$ cat src/sv/mfd_pkg.sv
// Shared types, constants and arithmetic helpers for the multitap feedback delay.
package mfd_pkg;

    // Word field widths.
    localparam int SAMPLE_W    = 16;
    localparam int GAIN_W      = 16;
    localparam int OUT_W       = 24;
    localparam int DELAY_W     = 18;
    localparam int COUNT_W     = 4;
    localparam int SELECT_W    = 3;
    localparam int CFG_INDEX_W = 3;
    localparam int CFG_DATA_W  = 18;

    // Datapath widths: a 24 x 16 product, and a sum of up to sixteen of them.
    localparam int PROD_W  = OUT_W + GAIN_W;
    localparam int ACC_W   = 46;
    localparam int Q_SHIFT = 14;

    // Delay limits.
    localparam int MIN_TAP_DELAY = 256;
    localparam int DELAY_GUARD   = 1024;

    // Parameter defaults.
    localparam int DEF_DELAY_DEPTH = 262144;
    localparam int DEF_TAP_SLOTS   = 8;

    // Register reset values.
    localparam logic signed [GAIN_W-1:0]  RST_DRY_GAIN  = 16'sd11585;
    localparam logic signed [GAIN_W-1:0]  RST_TAP_GAIN  = 16'sd5793;
    localparam logic signed [GAIN_W-1:0]  RST_FB_GAIN   = 16'sd4096;
    localparam logic [DELAY_W-1:0]        RST_TAP_DELAY = 18'd256;
    localparam logic [COUNT_W-1:0]        RST_TAP_COUNT = 4'd1;
    localparam logic [SELECT_W-1:0]       RST_TAP_SEL   = 3'd0;

    // Configuration register indexes.
    typedef enum logic [CFG_INDEX_W-1:0] {
        REG_DRY_LEFT_GAIN  = 3'd0,
        REG_DRY_RIGHT_GAIN = 3'd1,
        REG_TAP_COUNT      = 3'd2,
        REG_TAP_SELECT     = 3'd3,
        REG_TAP_DELAY      = 3'd4,
        REG_TAP_LEFT_GAIN  = 3'd5,
        REG_TAP_RIGHT_GAIN = 3'd6,
        REG_TAP_FB_GAIN    = 3'd7
    } cfg_reg_t;

    // Sequencer states.
    typedef enum logic [3:0] {
        S_IDLE,
        S_DRY_L,
        S_DRY_R,
        S_TAP_RD,
        S_TAP_L,
        S_TAP_R,
        S_TAP_FB,
        S_FLUSH,
        S_WRITE
    } state_t;

    // Operation issued to the shared multiplier.
    typedef enum logic [2:0] {
        OP_NONE,
        OP_DRY_L,
        OP_DRY_R,
        OP_TAP_L,
        OP_TAP_R,
        OP_TAP_FB
    } mac_op_t;

    // Control from the sequencer to the multiply-accumulate unit.
    typedef struct packed {
        logic    load;       // start of a word: clear sums, latch sample
        mac_op_t op;         // product to form this cycle
        logic    sig_valid;  // tap read hit a written entry
        logic    out_load;   // capture the rounded sums into the output
    } mac_ctrl_t;

    // Round a Q.14 value to nearest, ties toward plus infinity.
    function automatic logic signed [ACC_W-1:0] round_q14(input logic signed [ACC_W-1:0] v);
        logic signed [ACC_W-1:0] biased;
        biased = v + ACC_W'(1 << (Q_SHIFT - 1));
        return biased >>> Q_SHIFT;
    endfunction

    // Saturate to the 24-bit output range.
    function automatic logic signed [OUT_W-1:0] sat24(input logic signed [ACC_W-1:0] v);
        logic signed [ACC_W-1:0] hi;
        logic signed [ACC_W-1:0] lo;
        hi = ACC_W'((1 << (OUT_W - 1)) - 1);
        lo = -ACC_W'(1 << (OUT_W - 1));
        if (v > hi) begin
            return OUT_W'(hi);
        end
        if (v < lo) begin
            return OUT_W'(lo);
        end
        return OUT_W'(v);
    endfunction

endpackage

$ cat src/sv/mfd_mac.sv
// Shared multiplier with left, right and feedback accumulators and output register.
module mfd_mac
    import mfd_pkg::*;
(
    input  logic                       clk,
    input  logic                       rst_n,
    input  mac_ctrl_t                  ctrl,
    input  logic signed [SAMPLE_W-1:0] sample_in,
    input  logic signed [OUT_W-1:0]    tap_data,
    input  logic signed [GAIN_W-1:0]   dry_left_gain,
    input  logic signed [GAIN_W-1:0]   dry_right_gain,
    input  logic signed [GAIN_W-1:0]   tap_left_gain,
    input  logic signed [GAIN_W-1:0]   tap_right_gain,
    input  logic signed [GAIN_W-1:0]   tap_feedback_gain,
    output logic signed [OUT_W-1:0]    entry,
    output logic signed [OUT_W-1:0]    left_out,
    output logic signed [OUT_W-1:0]    right_out
);

    logic signed [SAMPLE_W-1:0] sample_reg;
    logic signed [PROD_W-1:0]   prod_reg;
    logic signed [PROD_W-1:0]   prod_next;
    mac_op_t                    op_reg;
    logic signed [ACC_W-1:0]    acc_l_reg;
    logic signed [ACC_W-1:0]    acc_l_next;
    logic signed [ACC_W-1:0]    acc_r_reg;
    logic signed [ACC_W-1:0]    acc_r_next;
    logic signed [OUT_W-1:0]    entry_reg;
    logic signed [OUT_W-1:0]    entry_next;
    logic signed [OUT_W-1:0]    left_reg;
    logic signed [OUT_W-1:0]    right_reg;
    logic signed [OUT_W-1:0]    mul_a;
    logic signed [GAIN_W-1:0]   mul_b;
    logic signed [OUT_W-1:0]    tap_sig;

    // A tap that reaches an entry never written reads as silence.
    assign tap_sig = ctrl.sig_valid ? tap_data : '0;

    // Operand selection for the single multiplier.
    always_comb
    begin
        mul_a = tap_sig;
        mul_b = '0;
        unique case (ctrl.op)
            OP_DRY_L:
            begin
                mul_a = OUT_W'(sample_reg);
                mul_b = dry_left_gain;
            end
            OP_DRY_R:
            begin
                mul_a = OUT_W'(sample_reg);
                mul_b = dry_right_gain;
            end
            OP_TAP_L:  mul_b = tap_left_gain;
            OP_TAP_R:  mul_b = tap_right_gain;
            OP_TAP_FB: mul_b = tap_feedback_gain;
            default:   mul_b = '0;
        endcase
        prod_next = mul_a * mul_b;
    end

    // Accumulate the product registered in the previous cycle.
    always_comb
    begin
        acc_l_next = acc_l_reg;
        acc_r_next = acc_r_reg;
        entry_next = entry_reg;
        if (ctrl.load)
        begin
            acc_l_next = '0;
            acc_r_next = '0;
            entry_next = OUT_W'(sample_in);
        end
        else
        begin
            unique case (op_reg)
                OP_DRY_L, OP_TAP_L: acc_l_next = acc_l_reg + ACC_W'(prod_reg);
                OP_DRY_R, OP_TAP_R: acc_r_next = acc_r_reg + ACC_W'(prod_reg);
                OP_TAP_FB:
                begin
                    entry_next = sat24(ACC_W'(entry_reg) + round_q14(ACC_W'(prod_reg)));
                end
                default:
                begin
                    acc_l_next = acc_l_reg;
                end
            endcase
        end
    end

    // Operation tag, registered alongside its product.
    always_ff @(posedge clk or negedge rst_n)
    begin
        if (!rst_n)
        begin
            op_reg <= OP_NONE;
        end
        else
        begin
            op_reg <= ctrl.op;
        end
    end

    // Datapath registers.
    always_ff @(posedge clk)
    begin
        prod_reg  <= prod_next;
        acc_l_reg <= acc_l_next;
        acc_r_reg <= acc_r_next;
        entry_reg <= entry_next;
        if (ctrl.load)
        begin
            sample_reg <= sample_in;
        end
        if (ctrl.out_load)
        begin
            left_reg  <= sat24(round_q14(acc_l_reg));
            right_reg <= sat24(round_q14(acc_r_reg));
        end
    end

    assign entry     = entry_reg;
    assign left_out  = left_reg;
    assign right_out = right_reg;

endmodule

$ cat config.mk
export PLATFORM = sky130hd
export DESIGN_NAME = mfd_mac
export DESIGN_NICKNAME = d
export VERILOG_FILES = /design/src/sv/mfd_pkg.sv /design/src/sv/mfd_mac.sv
export SDC_FILE = /design/constraint.sdc
export NUM_CORES = 2
export LEC_CHECK = 0
export BUFFER_PORTS_ARGS = -buffer_cell sky130_fd_sc_hd__buf_4
export CAP_MARGIN = 30
export CORE_UTILIZATION = 30
export DETAILED_ROUTE_END_ITERATION = 12
export GPL_ROUTABILITY_DRIVEN = 0
export GPL_TIMING_DRIVEN = 1
export PLACE_DENSITY_LB_ADDON = 0.12
export SETUP_SLACK_MARGIN = 0.2
export SLEW_MARGIN = 20
export SYNTH_ARGS = -nofsm -noshare
export SYNTH_HDL_FRONTEND = slang
export SYNTH_SLANG_ARGS = --single-unit
$ cat constraint.sdc
create_clock -name clk -period 7.8 [get_ports clk]
set_clock_uncertainty 0.05 [all_clocks]
set_input_delay 0.78 -clock clk [delete_from_list [all_inputs] [get_ports clk]]
set_output_delay 0.78 -clock clk [all_outputs]
set_load 0.1 [all_outputs]
* Word-level counts from Yosys, hierarchy flattened *
Cells that the tools add are included.

word-level totals
  output and inout bits = 72
  flip-flop bits (word level) = 223
  word-level logic and storage cells = 69
  memories kept = 0
  bits in latches = 0
  RAM bits = 0
  memory bits (read-only) = 0

cells by class
  reduce and logical (&&, ||, !) cells = 4
  div/mod/pow operators = 0
  magnitude comparators = 6
  shift operators = 0
  add/sub/neg operators = 6
  eq/ne operators = 10
  bitwise logic cells = 0
  multiply operators = 1
  muxes and demuxes = 34

operator list
  cell                    number
  $mux 24                 16
  $add 46x15->46 const B  2
  $add 46x40->46          2
  $pmux 16 s5             1
  $gt 32x24->1 const B    2
  $lt 32x24->1 const B    2
  $add 40x15->41 const B  1
  $mul 24x16->40          1
  $add 24x27->28          1
  $gt 28x24->1 const B    1
  $lt 28x24->1 const B    1
  $mux 1                  17
  $eq 3x2->1 const B      4
  $eq 3x3->1 const B      4
  $eq 3x1->1 const B      2
  $reduce_or 2->1         3
  $reduce_bool 2->1       1

* Longest topological paths before layout *
  word-level depth = 13
  gate-level depth with buffers = 32
  depth with buffers taken out = 29

* Least setup slack after synthesis *
OpenSTA, ideal clock, no wires.

  path kind = input to register
  from = in ctrl[2] (netlist bit)
  to = reg prod_reg[38]
  arrival time = 8.277 ns
  data required time = 7.678 ns
  stages on the path = 29
  setup time = 0.072 ns
  slack = -0.599 ns
  path buffers = 3
  cells stage by stage = clkbuf_1 -> buf_1 -> mux2i_1 -> o21ai_0 -> a221oi_1 -> clkbuf_1 -> nor2_1 -> fa_1 -> inv_1 -> fa_1 -> fa_1 -> fa_1 -> inv_1 -> fa_1 -> inv_1 -> fa_1 -> inv_1 -> ha_1 -> a21oi_1 -> o21a_1 -> o21ai_0 -> a31oi_1 -> o21ai_1 -> a41o_1 -> a221o_1 -> a32oi_1 -> a21oi_1 -> a311oi_1 -> xnor2_1

on the way
  cells in the longest elaborated chain, start to end = 4
  elaborated cells on any way between the ends = 9
  classes of those cells = 1 x mul; 5 x eq/ne; 2 x mux; 1 x reduce/logical

RTL lines
  what                                             line            text
  from (decl)                                      mfd_mac.sv:7    input mac_ctrl_t ctrl,
  $eq 3x2->1 / $eq 3x1->1 (equally long branches)  mfd_mac.sv:44   unique case (ctrl.op)
  $reduce_or 2->1 (no source line)                 --
  $mux 24                                          mfd_mac.sv:44
  $mul 24x16->40 (*)                               mfd_mac.sv:60   prod_next = mul_a * mul_b;
  net prod_next[38]                                mfd_mac.sv:22   logic signed [PROD_W-1:0] prod_next;
  to (signal assigned)                             mfd_mac.sv:108  prod_reg <= prod_next;
  to (decl)                                        mfd_mac.sv:21   logic signed [PROD_W-1:0] prod_reg;

The timed path passes the listed nets; every way through them passes the cells marked *.
A chain may end at the register's enable or synchronous reset.

* Worst setup path after layout *
  from = in ctrl[2] (netlist bit)
  to = reg prod_reg[39]

The elaborated chain is that of the path after synthesis.

==> results.py <==
metrics = {
    "run_status": {
        "status": "complete, no violations",
    },
    "floorplanning": {
        "fp.dieH_um": 316,
        "ioPinCount": 200,
        "rows": 114,
        "die-area_sq_um": 99800,
        "start_util_pct": 30.4,
        "core_sq_um": 97100,
        "die_x_um": 316,
    },
    "clock_tree": {
        "cts_tree": "yes",
        "htree_levels": 1,
        "clockBufferDepth": 3,
        "clock_latency_ns": 0.63,
        "cts.sinks": 223,
        "root_buffer": "clkbuf_16",
        "cts-buffers-inserted": 31,
        "cts.clk_slew.worst_paths_ns": 0.05,
    },
    "global_route": {
        "overflow": 0,
        "antenna_found_initial": 2,
        "grt_usage_pct": 19.0,
        "grt_max_degree": 114,
        "grt_first_pass_wirelength_um": 148000,
        "first_global_vias": 26000,
    },
    "synth": {
        "synth_compound_area_share_pct": 15.8,
        "synth_ff_type": "dfxtp_1",
        "synth_edf_count": 88,
        "synthSimpleGateAreaFrac_pct": 16.3,
        "yosys_register_bits": 223,
        "syn_avg_cell_area_sq_um": 8.40,
        "ys_warn_count": 0,
        "async_reset_ff_share_pct": 1.35,
        "syn_nets": 4243,
        "synth_xor_area_share_pct": 6.10,
        "synthAdderAreaFrac_pct": 34.7,
        "synthMuxAreaShare_pct": 0.715,
        "netlist_area_sq_um": 29600,
        "synth-seq-area-share_pct": 18.1,
        "synth_top_area_cell": "fa_1",
        "synth_top_family_by_area": "adder cells",
        "synthTopCellsByArea": "fa_1 26%, ha_1 9.2%, dfxtp_1 8.9%, edfxtp_1 8.9%, inv_1 6.5%",
        "yosysUniqueCellTypes": 81,
        "syn_inst": 3520,
        "synth_top_area_share_pct": 25.5,
    },
    "job": {
        "drv_cap": 0,
    },
    "critical_path": {
        "required_ns": 8.30,
        "max_stage_delay_ns": 0.54,
        "crit_path_end_kind": "register",
        "crit_fanout": 22,
        "crit_top_cell": "fa_1",
        "crit_path_top_delay_cell": "fa_1",
        "arrival_ns": 7.79,
        "critPathKind": "in2reg",
        "startpoint_type": "input port",
    },
    "detailed_routing": {
        "wirelength_um": 93500,
        "vias": 24900,
        "ant_nets": 0,
        "viasPerCell": 4.78,
        "wire_per_inst_um": 18.0,
        "first_pass_iters": 5,
        "drt_iter0_drc": 1207,
        "drc_errors": 0,
    },
    "min_path": {
        "hp-class": "in2reg",
    },
    "sta": {
        "slew_viol_final": 0,
        "setup_viol_count_final": 0,
        "maxSlewHeadroom_pct": 49.4,
        "finalHoldViolCount": 0,
        "timing.final.crit_share_pct": 93.5,
        "fmax_ghz": 0.137,
        "tightestPinTransition_ns": 0.757,
        "rsz0062_at_grt": "yes",
        "min_period_ns": 7.29,
        "hold_ws_ns": 0.353,
        "setup_slack_ns": 0.508,
    },
    "power": {
        "power_density_nw_per_um2": 438,
        "power.leakage_nw": 16.8,
        "ir_drop_mv": 0.236,
    },
    "place": {
        "dp_hpwl_um": 79500,
        "pre_cts_ws_ns": -0.371,
        "portBuffers": 199,
    },
    "layout": {
        "final_common_cell": "inv_1",
        "antenna-diode-count": 0,
        "drive_gt1_share_pct": 15.3,
        "final_cell_mix": "509 x inv_1, 464 x nand2_1, 458 x buf_4, 376 x fa_1, 333 x nor2_1",
        "syn_to_final_growth_pct": 21.0,
        "nets": 4623,
    },
}
==> final timing paths <==
| check | depth (start not counted) | endpoint | slack (ns) | start |
|---|---|---|---|---|
| min reg2reg | 2 | acc_l_reg[3] | 0.41 | acc_l_reg[3] |
| max | 30 | prod_reg[39] | 0.51 | ctrl[2] |
| min | 1 | sample_reg[14] | 0.35 | sample_in[14] |
| min in group asynchronous | 2 | op_reg[0] | 0.60 | rst_n |
| max reg2reg | 26 | prod_reg[38] | 1.02 | sample_reg[12] |
| max in group asynchronous | 2 | op_reg[1] | 7.01 | rst_n |
==> kinds of logic (layout without fill, tap and decap cells) <==
group                    Yosys count  in the layout
AND/OR/NAND/NOR                 1100           1101
buffers and inverters            645           1049
XOR/XNOR                         206            206
multiplexers                      21             21
flip-flops                       223            223
AO/OA/AOI/OAI                    730            730
adder cells (fa/ha/maj)          595            595
==> report_power, final <==
part	internal (mW)	total, mW	switching (mW)
clock network	0.874	1.46	0.584
registers	1.81	2.36	0.548
logic	4.84	11.9	7.01
==> through the flow <==
step	utilization (%)	std cells	power [mW]	instance area, sq um	setup TNS (ns)
after floorplan	-	3520	10.7	29800	0
after global placement	35.5	5129	14.2	34500	-2.19
after detailed placement	35.5	5131	14.3	34500	-2.95
after CTS	36.6	5190	15.8	35600	0
after global routing	36.8	5201	17.3	35800	0
final	36.8	5201	15.7	35800	0
==> critical path, delay by kind of cell <==
family / cells / cell delay (ns)
fa+ha+maj: 7 / 3.37
xor+xnor: 1 / 0.13
buf+inv: 10 / 1.19
compound gates: 9 / 1.87
simple gates: 3 / 0.43
==> synth_stat cells, types with 20 or more instances <==
cell type,n
inv_1,509
nand2_1,464
fa_1,377
nor2_1,335
a21oi_1,255
ha_1,218
o21ai_0,135
dfxtp_1,132
xnor2_1,128
clkbuf_1,111
a21o_1,94
edfxtp_1,88
xor2_1,78
nand3_1,59
nand2b_1,50
o21a_1,42
and3_1,35
nand4_1,34
nor2b_1,30
a211oi_1,27
nor3_1,25
mux2i_1,20
==> repair_timing <==
item	in CTS	in global routing
hold endpoints to repair	3	0
hold buffers	1	0
buffers inserted	0	9
resized for setup	0	29
endpoints found under the setup margin	0	14
==> routing by layer <==
layer	vias up	part of all wire, %	wire length, um	track usage (%)
met5	-	0	0	0
met2	521	46	42700	31.6
met3	86	4.1	3880	1.97
met1	11900	48	45000	26.8
met4	0	2.0	1840	3.82
li1	12300	-	-	-
==> final cells by class <==
cell class / count / area [sq um]
fillers: 10100 / 61300
multi-input cells: 2653 / 22000
flip-flops and latches: 223 / 5360
repair buffers: 481 / 3830
inverters: 510 / 1910
well taps: 1276 / 1600
clock buffers: 37 / 808
clock inverters: 21 / 238
Note: power is estimated with default switching activity, not from simulation.
