`config.mk`:
```
export PLATFORM = sky130hd
export DESIGN_NAME = mfd_ctrl
export DESIGN_NICKNAME = d
export VERILOG_FILES = /design/src/sv/mfd_pkg.sv /design/src/sv/mfd_ctrl.sv
export SDC_FILE = /design/constraint.sdc
export NUM_CORES = 1
export LEC_CHECK = 0
export ABC_AREA = 0
export BUFFER_PORTS_ARGS = -buffer_cell sky130_fd_sc_hd__buf_2
export CORE_ASPECT_RATIO = 1.1
export CORE_MARGIN = 4
export CORE_UTILIZATION = 53
export DETAILED_ROUTE_END_ITERATION = 10
export GPL_TIMING_DRIVEN = 0
export PLACE_DENSITY = 0.92
export SYNTH_ARGS = -nofsm -noshare
export SYNTH_HDL_FRONTEND = slang
export SYNTH_SLANG_ARGS = --single-unit
```
`constraint.sdc`:
```
create_clock -name clk -period 5.7 [get_ports clk]
set_clock_uncertainty 0.05 [all_clocks]
set_input_delay 1.14 -clock clk [delete_from_list [all_inputs] [get_ports clk]]
set_output_delay 1.14 -clock clk [all_outputs]
set_load 0.02 [all_outputs]
```
`src/sv/mfd_pkg.sv`:
```
// Shared types, constants and arithmetic helpers for the multitap feedback delay.
package mfd_pkg;

    // Word field widths.
    localparam int SAMPLE_W    = 16;
    localparam int GAIN_W      = 16;
    localparam int OUT_W       = 24;
    localparam int DELAY_W     = 18;
    localparam int COUNT_W     = 4;
    localparam int SELECT_W    = 3;
    localparam int CFG_INDEX_W = 3;
    localparam int CFG_DATA_W  = 18;

    // Datapath widths: a 24 x 16 product, and a sum of up to sixteen of them.
    localparam int PROD_W  = OUT_W + GAIN_W;
    localparam int ACC_W   = 46;
    localparam int Q_SHIFT = 14;

    // Delay limits.
    localparam int MIN_TAP_DELAY = 256;
    localparam int DELAY_GUARD   = 1024;

    // Parameter defaults.
    localparam int DEF_DELAY_DEPTH = 262144;
    localparam int DEF_TAP_SLOTS   = 8;

    // Register reset values.
    localparam logic signed [GAIN_W-1:0]  RST_DRY_GAIN  = 16'sd11585;
    localparam logic signed [GAIN_W-1:0]  RST_TAP_GAIN  = 16'sd5793;
    localparam logic signed [GAIN_W-1:0]  RST_FB_GAIN   = 16'sd4096;
    localparam logic [DELAY_W-1:0]        RST_TAP_DELAY = 18'd256;
    localparam logic [COUNT_W-1:0]        RST_TAP_COUNT = 4'd1;
    localparam logic [SELECT_W-1:0]       RST_TAP_SEL   = 3'd0;

    // Configuration register indexes.
    typedef enum logic [CFG_INDEX_W-1:0] {
        REG_DRY_LEFT_GAIN  = 3'd0,
        REG_DRY_RIGHT_GAIN = 3'd1,
        REG_TAP_COUNT      = 3'd2,
        REG_TAP_SELECT     = 3'd3,
        REG_TAP_DELAY      = 3'd4,
        REG_TAP_LEFT_GAIN  = 3'd5,
        REG_TAP_RIGHT_GAIN = 3'd6,
        REG_TAP_FB_GAIN    = 3'd7
    } cfg_reg_t;

    // Sequencer states.
    typedef enum logic [3:0] {
        S_IDLE,
        S_DRY_L,
        S_DRY_R,
        S_TAP_RD,
        S_TAP_L,
        S_TAP_R,
        S_TAP_FB,
        S_FLUSH,
        S_WRITE
    } state_t;

    // Operation issued to the shared multiplier.
    typedef enum logic [2:0] {
        OP_NONE,
        OP_DRY_L,
        OP_DRY_R,
        OP_TAP_L,
        OP_TAP_R,
        OP_TAP_FB
    } mac_op_t;

    // Control from the sequencer to the multiply-accumulate unit.
    typedef struct packed {
        logic    load;       // start of a word: clear sums, latch sample
        mac_op_t op;         // product to form this cycle
        logic    sig_valid;  // tap read hit a written entry
        logic    out_load;   // capture the rounded sums into the output
    } mac_ctrl_t;

    // Round a Q.14 value to nearest, ties toward plus infinity.
    function automatic logic signed [ACC_W-1:0] round_q14(input logic signed [ACC_W-1:0] v);
        logic signed [ACC_W-1:0] biased;
        biased = v + ACC_W'(1 << (Q_SHIFT - 1));
        return biased >>> Q_SHIFT;
    endfunction

    // Saturate to the 24-bit output range.
    function automatic logic signed [OUT_W-1:0] sat24(input logic signed [ACC_W-1:0] v);
        logic signed [ACC_W-1:0] hi;
        logic signed [ACC_W-1:0] lo;
        hi = ACC_W'((1 << (OUT_W - 1)) - 1);
        lo = -ACC_W'(1 << (OUT_W - 1));
        if (v > hi) begin
            return OUT_W'(hi);
        end
        if (v < lo) begin
            return OUT_W'(lo);
        end
        return OUT_W'(v);
    endfunction

endpackage

```
`src/sv/mfd_ctrl.sv`:
```
// Sequencer: word handshakes, tap loop, delay store addressing and write position.
module mfd_ctrl
    import mfd_pkg::*;
#(
    parameter int DELAY_DEPTH = DEF_DELAY_DEPTH,
    parameter int TAP_SLOTS   = DEF_TAP_SLOTS
) (
    input  logic                                          clk,
    input  logic                                          rst_n,
    input  logic                                          in_valid,
    output logic                                          in_ready,
    output logic                                          out_valid,
    input  logic                                          out_ready,
    input  logic [COUNT_W-1:0]                            tap_count,
    input  logic [DELAY_W-1:0]                            tap_delay,
    output logic [((TAP_SLOTS > 1) ? $clog2(TAP_SLOTS) : 1)-1:0] tap_idx,
    output mac_ctrl_t                                     mac_ctrl,
    output logic                                          ram_rd_en,
    output logic [$clog2(DELAY_DEPTH)-1:0]                ram_rd_addr,
    output logic                                          ram_wr_en,
    output logic [$clog2(DELAY_DEPTH)-1:0]                ram_wr_addr
);

    localparam int AW    = $clog2(DELAY_DEPTH);
    localparam int TIW   = (TAP_SLOTS > 1) ? $clog2(TAP_SLOTS) : 1;
    localparam int CNT_W = $clog2(TAP_SLOTS + 1);
    localparam int CW    = (AW > DELAY_W) ? AW : DELAY_W;

    state_t           state_reg;
    state_t           state_next;
    logic [CNT_W-1:0] idx_reg;
    logic [CNT_W-1:0] idx_next;
    logic [AW-1:0]    wp_reg;
    logic [AW-1:0]    wp_next;
    logic             wrapped_reg;
    logic             wrapped_next;
    logic             sig_valid_reg;
    logic             sig_valid_next;
    logic             out_valid_reg;
    logic             out_valid_next;
    logic [CNT_W-1:0] active_taps;
    logic             last_tap;
    logic             out_free;
    logic [CW-1:0]    d_ext;
    logic [CW-1:0]    d_clamped;
    logic [AW:0]      diff;
    logic [AW:0]      rp_full;
    logic             rp_written;

    // Number of active taps, limited to the slots that exist.
    assign active_taps = (32'(tap_count) > TAP_SLOTS) ? CNT_W'(TAP_SLOTS) : CNT_W'(tap_count);
    assign last_tap    = ((idx_reg + CNT_W'(1)) == active_taps);
    assign out_free    = !out_valid_reg || out_ready;
    assign tap_idx     = idx_reg[TIW-1:0];

    // Clamp the tap delay and form the read position behind the write position.
    always_comb
    begin
        d_ext = CW'(tap_delay);
        priority if (d_ext < CW'(MIN_TAP_DELAY))
        begin
            d_clamped = CW'(MIN_TAP_DELAY);
        end
        else if (d_ext > CW'(DELAY_DEPTH - DELAY_GUARD))
        begin
            d_clamped = CW'(DELAY_DEPTH - DELAY_GUARD);
        end
        else
        begin
            d_clamped = d_ext;
        end
        diff    = {1'b0, wp_reg} - {1'b0, d_clamped[AW-1:0]};
        rp_full = diff[AW] ? diff + (AW+1)'(DELAY_DEPTH) : diff;
        // Before the first wrap, only positions below the write position hold data.
        rp_written = wrapped_reg || !diff[AW];
    end

    // Next state.
    always_comb
    begin
        state_next = state_reg;
        unique case (state_reg)
            S_IDLE:
            begin
                if (in_valid)
                begin
                    state_next = S_DRY_L;
                end
            end
            S_DRY_L:  state_next = S_DRY_R;
            S_DRY_R:  state_next = (active_taps == '0) ? S_FLUSH : S_TAP_RD;
            S_TAP_RD: state_next = S_TAP_L;
            S_TAP_L:  state_next = S_TAP_R;
            S_TAP_R:  state_next = S_TAP_FB;
            S_TAP_FB: state_next = last_tap ? S_FLUSH : S_TAP_RD;
            S_FLUSH:  state_next = S_WRITE;
            S_WRITE:
            begin
                if (out_free)
                begin
                    state_next = S_IDLE;
                end
            end
            default:  state_next = S_IDLE;
        endcase
    end

    // Outputs of the sequencer.
    always_comb
    begin
        in_ready           = 1'b0;
        ram_rd_en          = 1'b0;
        ram_wr_en          = 1'b0;
        mac_ctrl.load      = 1'b0;
        mac_ctrl.op        = OP_NONE;
        mac_ctrl.sig_valid = sig_valid_reg;
        mac_ctrl.out_load  = 1'b0;
        unique case (state_reg)
            S_IDLE:
            begin
                in_ready      = 1'b1;
                mac_ctrl.load = in_valid;
            end
            S_DRY_L:  mac_ctrl.op = OP_DRY_L;
            S_DRY_R:  mac_ctrl.op = OP_DRY_R;
            S_TAP_RD: ram_rd_en   = 1'b1;
            S_TAP_L:  mac_ctrl.op = OP_TAP_L;
            S_TAP_R:  mac_ctrl.op = OP_TAP_R;
            S_TAP_FB: mac_ctrl.op = OP_TAP_FB;
            S_FLUSH:  mac_ctrl.op = OP_NONE;
            S_WRITE:
            begin
                ram_wr_en         = out_free;
                mac_ctrl.out_load = out_free;
            end
            default:  mac_ctrl.op = OP_NONE;
        endcase
    end

    assign ram_rd_addr = rp_full[AW-1:0];
    assign ram_wr_addr = wp_reg;
    assign out_valid   = out_valid_reg;

    // Next values of the loop counter, write position and output flag.
    always_comb
    begin
        idx_next       = idx_reg;
        wp_next        = wp_reg;
        wrapped_next   = wrapped_reg;
        sig_valid_next = sig_valid_reg;
        out_valid_next = out_valid_reg && !out_ready;
        if (state_reg == S_IDLE)
        begin
            idx_next = '0;
        end
        if (state_reg == S_TAP_RD)
        begin
            sig_valid_next = rp_written;
        end
        if (state_reg == S_TAP_FB)
        begin
            idx_next = idx_reg + CNT_W'(1);
        end
        if (state_reg == S_WRITE && out_free)
        begin
            out_valid_next = 1'b1;
            if (wp_reg == AW'(DELAY_DEPTH - 1))
            begin
                wp_next      = '0;
                wrapped_next = 1'b1;
            end
            else
            begin
                wp_next = wp_reg + AW'(1);
            end
        end
    end

    always_ff @(posedge clk or negedge rst_n)
    begin
        if (!rst_n)
        begin
            state_reg     <= S_IDLE;
            idx_reg       <= '0;
            wp_reg        <= '0;
            wrapped_reg   <= 1'b0;
            sig_valid_reg <= 1'b0;
            out_valid_reg <= 1'b0;
        end
        else
        begin
            state_reg     <= state_next;
            idx_reg       <= idx_next;
            wp_reg        <= wp_next;
            wrapped_reg   <= wrapped_next;
            sig_valid_reg <= sig_valid_next;
            out_valid_reg <= out_valid_next;
        end
    end

endmodule

```
# Word level (Yosys, flattened, before mapping)
# Cells that the tools add are included.
classes:
  mux: 18
  n_reduce_logical: 12
  n_addsub: 4
  order_cmp: 3
  eq_ne: 12
op_table:
  columns: ["op", "n"]
  rows:
  - ["$mux W18", 4]
  - ["$add A18 B1 Y18 const B", 2]
  - ["$pmux W4 S9", 1]
  - ["$mux W4", 5]
  - ["$sub A18 B18 Y19", 1]
  - ["$eq A18 B18 Y1 const B", 1]
  - ["$gt A18 B18 Y1 const B", 1]
  - ["$lt A18 B9 Y1 const B", 1]
  - ["$eq A4 B3 Y1 const B", 4]
  - ["$pmux W3 S5", 1]
  - ["$eq A4 B2 Y1 const B", 2]
  - ["$logic_not A4 Y1", 2]
  - ["$mux W3", 2]
  - ["$mux W1", 5]
  - ["$add A4 B1 Y4 const B", 1]
  - ["$eq A4 B1 Y1 const B", 1]
  - ["$eq A4 B4 Y1", 1]
  - ["$eq A4 B4 Y1 const B", 1]
  - ["$gt A4 B4 Y1 const B", 1]
  - ["$ne A2 B2 Y1 const B", 2]
  - ["$reduce_and A2 Y1", 2]
  - ["$logic_not A1 Y1", 3]
  - ["$logic_and A1 B1 Y1", 2]
  - ["$logic_or A1 B1 Y1", 2]
  - ["$reduce_bool A2 Y1", 1]
totals:
  out_inout_bits: 49
  register_bits: 29
  word_cells: 55
  inputBits: 26

# Longest topological paths before layout
logic_depth:
  ltp_word: 6
  ltp_mapped: 14
  ltp_nobuf: 14

# Worst setup path before layout
# No wires, ideal clock.
synth_path:
  path_type: "input-to-output"
  from: "input port tap_delay[13]"
  to: "output port ram_rd_addr[11]"
  arrival_time_ns: 4.109
  required_time_ns: 4.510
  n_path_buf: 0
  path_stages: 12
  path_slack_ns: 0.401
  path_cell_list: "inv_1 > or4_1 > a31oi_1 > nor2_1 > nand2_1 > ha_1 > nor2b_1 > o2111ai_1 > a21oi_1 > nor3b_1 > mux2_2 > a211oi_1"
synth_via:
  elab_chain_len: 6
  elab_cells_between_ends: 7
  cone_classes: "add/sub (2); order compare (2); mux (3)"
synth_rtl:
  columns: ["element", "line", "text"]
  rows:
  - ["from (decl)", "mfd_ctrl.sv:15", "input logic [DELAY_W-1:0] tap_delay,"]
  - ["$gt A18 B18 Y1", "mfd_ctrl.sv:64", "else if (d_ext > CW'(DELAY_DEPTH - DELAY_GUARD))"]
  - ["$mux W18", "mfd_ctrl.sv:64", null]
  - ["$mux W18 *", "mfd_ctrl.sv:60", "priority if (d_ext < CW'(MIN_TAP_DELAY))"]
  - ["$sub A18 B18 Y19 *", "mfd_ctrl.sv:72", "diff = {1'b0, wp_reg} - {1'b0, d_clamped[AW-1:0]};"]
  - ["$add A18 B1 Y18", "mfd_ctrl.sv:73", "rp_full = diff[AW] ? diff + (AW+1)'(DELAY_DEPTH) : diff;"]
  - ["$mux W18 *", "mfd_ctrl.sv:73", null]
  - ["to (decl)", "mfd_ctrl.sv:19", "output logic [$clog2(DELAY_DEPTH)-1:0] ram_rd_addr,"]
# Every way passes the cells marked *; elsewhere a longest branch is shown, timed or not.

# Final worst setup path
layout_path:
  from: "input port tap_delay[1]"
  to: "output port ram_rd_addr[14]"
# The elaborated chain is that of the path after synthesis.

==> impl_metrics.yaml <==
outcome:
  outcome: "finished clean"
clock_tree:
  cts_num_sinks: 29
  clk_pin_slew_worst_paths_ns: 0.06
  tritoncts.num_buffers: 5
  clockBufferDepth: 2
  tritoncts: "done"
  cts.htree.levels: 2
  clock_insertion_delay_worst_skew_ns: 0.27
  clk_root_buffer_cell: "sky130_fd_sc_hd__clkbuf_8"
  post_cts_hold_buffer_count: 0
pwr:
  power_density_over_the_cells_nw_per_um2: 318
  irDropWorstVdd_mv: 0.331
  power.leakage_nw: 1.66
drt:
  drt-vias-per-instance: 5.84
  wl_per_cell_microns: 14.6
  vias: 2635
  drc: 0
  drt_pre_antenna_iters: 4
  ant_nets: 0
  dr_iter_0_viols: 98
  drt-total-wl_microns: 6590
yosys:
  syn-mean-instance-area_sq_um: 8.27
  synthDominantAreaCellType: "sky130_fd_sc_hd__dfrtp_1"
  synth_enable_flop_cells: 0
  post_synth_main_area_contributors: "sky130_fd_sc_hd__dfrtp_1, sky130_fd_sc_hd__ha_1, sky130_fd_sc_hd__xnor2_1"
  dominantRegCellSynth: "sky130_fd_sc_hd__dfrtp_1"
  syn_inst: 312
  number_of_nets_in_the_synthesized_netlist: 359
  synth_seq_area_share: 0.281
  synthDistinctLibCells: 52
  postSynth.asyncResetShare: 1.00
  synth_seq_cells: 29
  yosys_warnings: 0
  post_synthesis_instance_area_sq_um: 2580
  synth.top_cell.area_share: 0.281
global_routing:
  first_global_vias: 2451
  grt_pass1_wl_microns: 10700
  pin_count_of_the_biggest_net_entering_global_routing: 30
  global_route.overflow_total: 0
  antenna_violations_before_repair: 0
  track_usage: 0.227
cells_and_area:
  final_core_utilization: 0.665
  design.final.nets: 441
  antenna_cells: 0
  combined_area_of_the_multi_input_logic_cells_sq_um: 1720
  most-common-layout-cells: "sky130_fd_sc_hd__buf_2, sky130_fd_sc_hd__nand2_1, sky130_fd_sc_hd__dfrtp_1"
  area_growth_pct: 20.8
  fillers: 398
  drive_above_1_share: 0.251
  sequential_area_sq_um: 726
  largest_register_ffs: 18
  final_common_cell: "sky130_fd_sc_hd__buf_2"
timing:
  setup_viol: 0
  grt_setup_unrepaired: "no"
  timing.final.hold_violations: 0
  final.setup.worst_slack_ns: 0.325
  fmax_ghz: 0.186
  min_period_over_period: 0.943
  finalCriticalPeriod_ns: 5.38
  relSlewSlack: 0.583
  timing_worst_slew_pin_value_ns: 0.626
  final-max-slew-violation-count: 0
die:
  floorplan.core_area_sq_um: 4680
  die_h_microns: 81.2
  number_of_placement_rows: 26
  floorplan.die.width_microns: 74.5
  number_of_primary_i_o_pins: 75
  starting_density_of_the_core: 0.551
  die_area_sq_um: 6050
place:
  buffer_ports.inserted: 74
  globalplace.congestion: 0.942
  place_ws_ns: -0.0604
  post-dp-hpwl_microns: 5350
worst_setup_path:
  maximum_cell_stage_delay_along_the_critical_path_ns: 0.43
  critical_path.endpoint_type: "output pin"
  critPathRequiredTime_ns: 4.51
  crit_path_top_delay_cell: "sky130_fd_sc_hd__fa_1"
  cp_max_fo: 7
  timing.critical_path.arrival_ns: 4.19
  critical_path.most_common_cell: "sky130_fd_sc_hd__buf_2"
  critical_path.startpoint_type: "input pin"
  timing_worst_setup_path_type: "in2out"
  worstPathCellList: "buf_2 > nor4_1 > a31oi_1 > nor2_1 > and2_1 > ha_1 > inv_1 > fa_1 > a211oi_1 > o211ai_1 > and3_1 > a32oi_1 > xnor2_1 > buf_2"
hold_path:
  hold_class: "reg2reg"
flow_run:
  maxCapViolCount: 0
## cell families after synthesis
kind of cell | share of synthesized area
and+or+nand+nor | 0.268
buffers and inverters | 0.0529
AOI/OAI and AO/OA | 0.165
adders and majority gates | 0.105
muxes | 0.0160
xor gates and xnor gates | 0.112
DFF | 0.281
## cells in the mapped netlist (all sizes together) (2+ instances only)
| cell type | n |
|---|---|
| nand2 | 38 |
| dfrtp | 29 |
| nor2 | 29 |
| ha | 20 |
| xnor2 | 20 |
| a21oi | 17 |
| inv | 17 |
| nand3 | 15 |
| o21ai | 15 |
| xor2 | 13 |
| a211oi | 8 |
| buf | 8 |
| nand4 | 8 |
| and3 | 7 |
| nor4 | 7 |
| a21o | 6 |
| nor3 | 6 |
| a22o | 4 |
| and2 | 3 |
| mux2i | 3 |
| nand3b | 3 |
| nor2b | 3 |
| a31oi | 2 |
| clkbuf | 2 |
| nand2b | 2 |
| nor3b | 2 |
| nor4b | 2 |
| o21a | 2 |
| o22ai | 2 |
| o2bb2ai | 2 |
| or2 | 2 |
| or4 | 2 |
## report_power, final
| group | switching (mW) | total [mW] | internal (mW) |
|---|---|---|---|
| clock | 0.0734 | 0.158 | 0.0843 |
| combinational | 0.334 | 0.549 | 0.215 |
| sequential | 0.0437 | 0.284 | 0.240 |
## critical path: cells and delay by family
kind | cells | cell delay, ns
AO/OA/AOI/OAI | 4 | 0.89
XOR/XNOR | 1 | 0.16
adder cells (fa/ha/maj) | 2 | 0.59
buffers and inverters | 3 | 0.35
AND/OR/NAND/NOR | 4 | 1.05
## per-stage QoR
stage	hold WS [ns]	power (mW)	instance area, sq um	TNS, ns	cells
final	0.437	0.991	3120	0	451
after global routing	0.447	1.07	3120	0	451
after CTS	0.439	0.997	3110	0	450
after detailed placement	0.425	0.836	3020	-0.0604	442
after global placement	0.418	0.821	3020	-0.0386	442
after floorplan	0.391	0.683	2580	0	312
## area by class of cell
| class | instances | share of cell area |
|---|---|---|
| plain buffers | 10 | 0.0233 |
| clock buffers | 6 | 0.0233 |
| clock inverters | 2 | 0.00321 |
| inverters | 17 | 0.0205 |
| multi-input cells | 256 | 0.553 |
| flip-flops and latches | 29 | 0.233 |
| well taps | 56 | 0.0225 |
| repair buffers | 75 | 0.121 |
## worst paths after layout
check,slack (ns),from,endpoint,cells after the start
setup / recovery,0.32,tap_delay[1],ram_rd_addr[14],14
hold / removal,0.44,wrapped_reg,wrapped_reg,1
setup reg to reg,3.21,ram_wr_addr[0],sig_valid_reg,9
hold reg to reg,0.44,wrapped_reg,wrapped_reg,1
max in group asynchronous,4.36,rst_n,ram_wr_addr[10],1
min in group asynchronous,0.83,rst_n,idx_reg[2],1
## metal layers
metal,GRT usage,up-vias,routed length (microns)
li1,-,1283,-
met3,0.0408,20,426
met4,0.0925,0,172
met5,0,-,0
met1,0.268,1234,2830
met2,0.399,98,3160
## repair_timing
action	CTS	global route
setup endpoints to repair	1	1
gates resized for setup	1	0
buffers inserted	0	1
pin swaps	0	1
cloned	0	0
No activity file was read; power rests on OpenSTA's default activity.
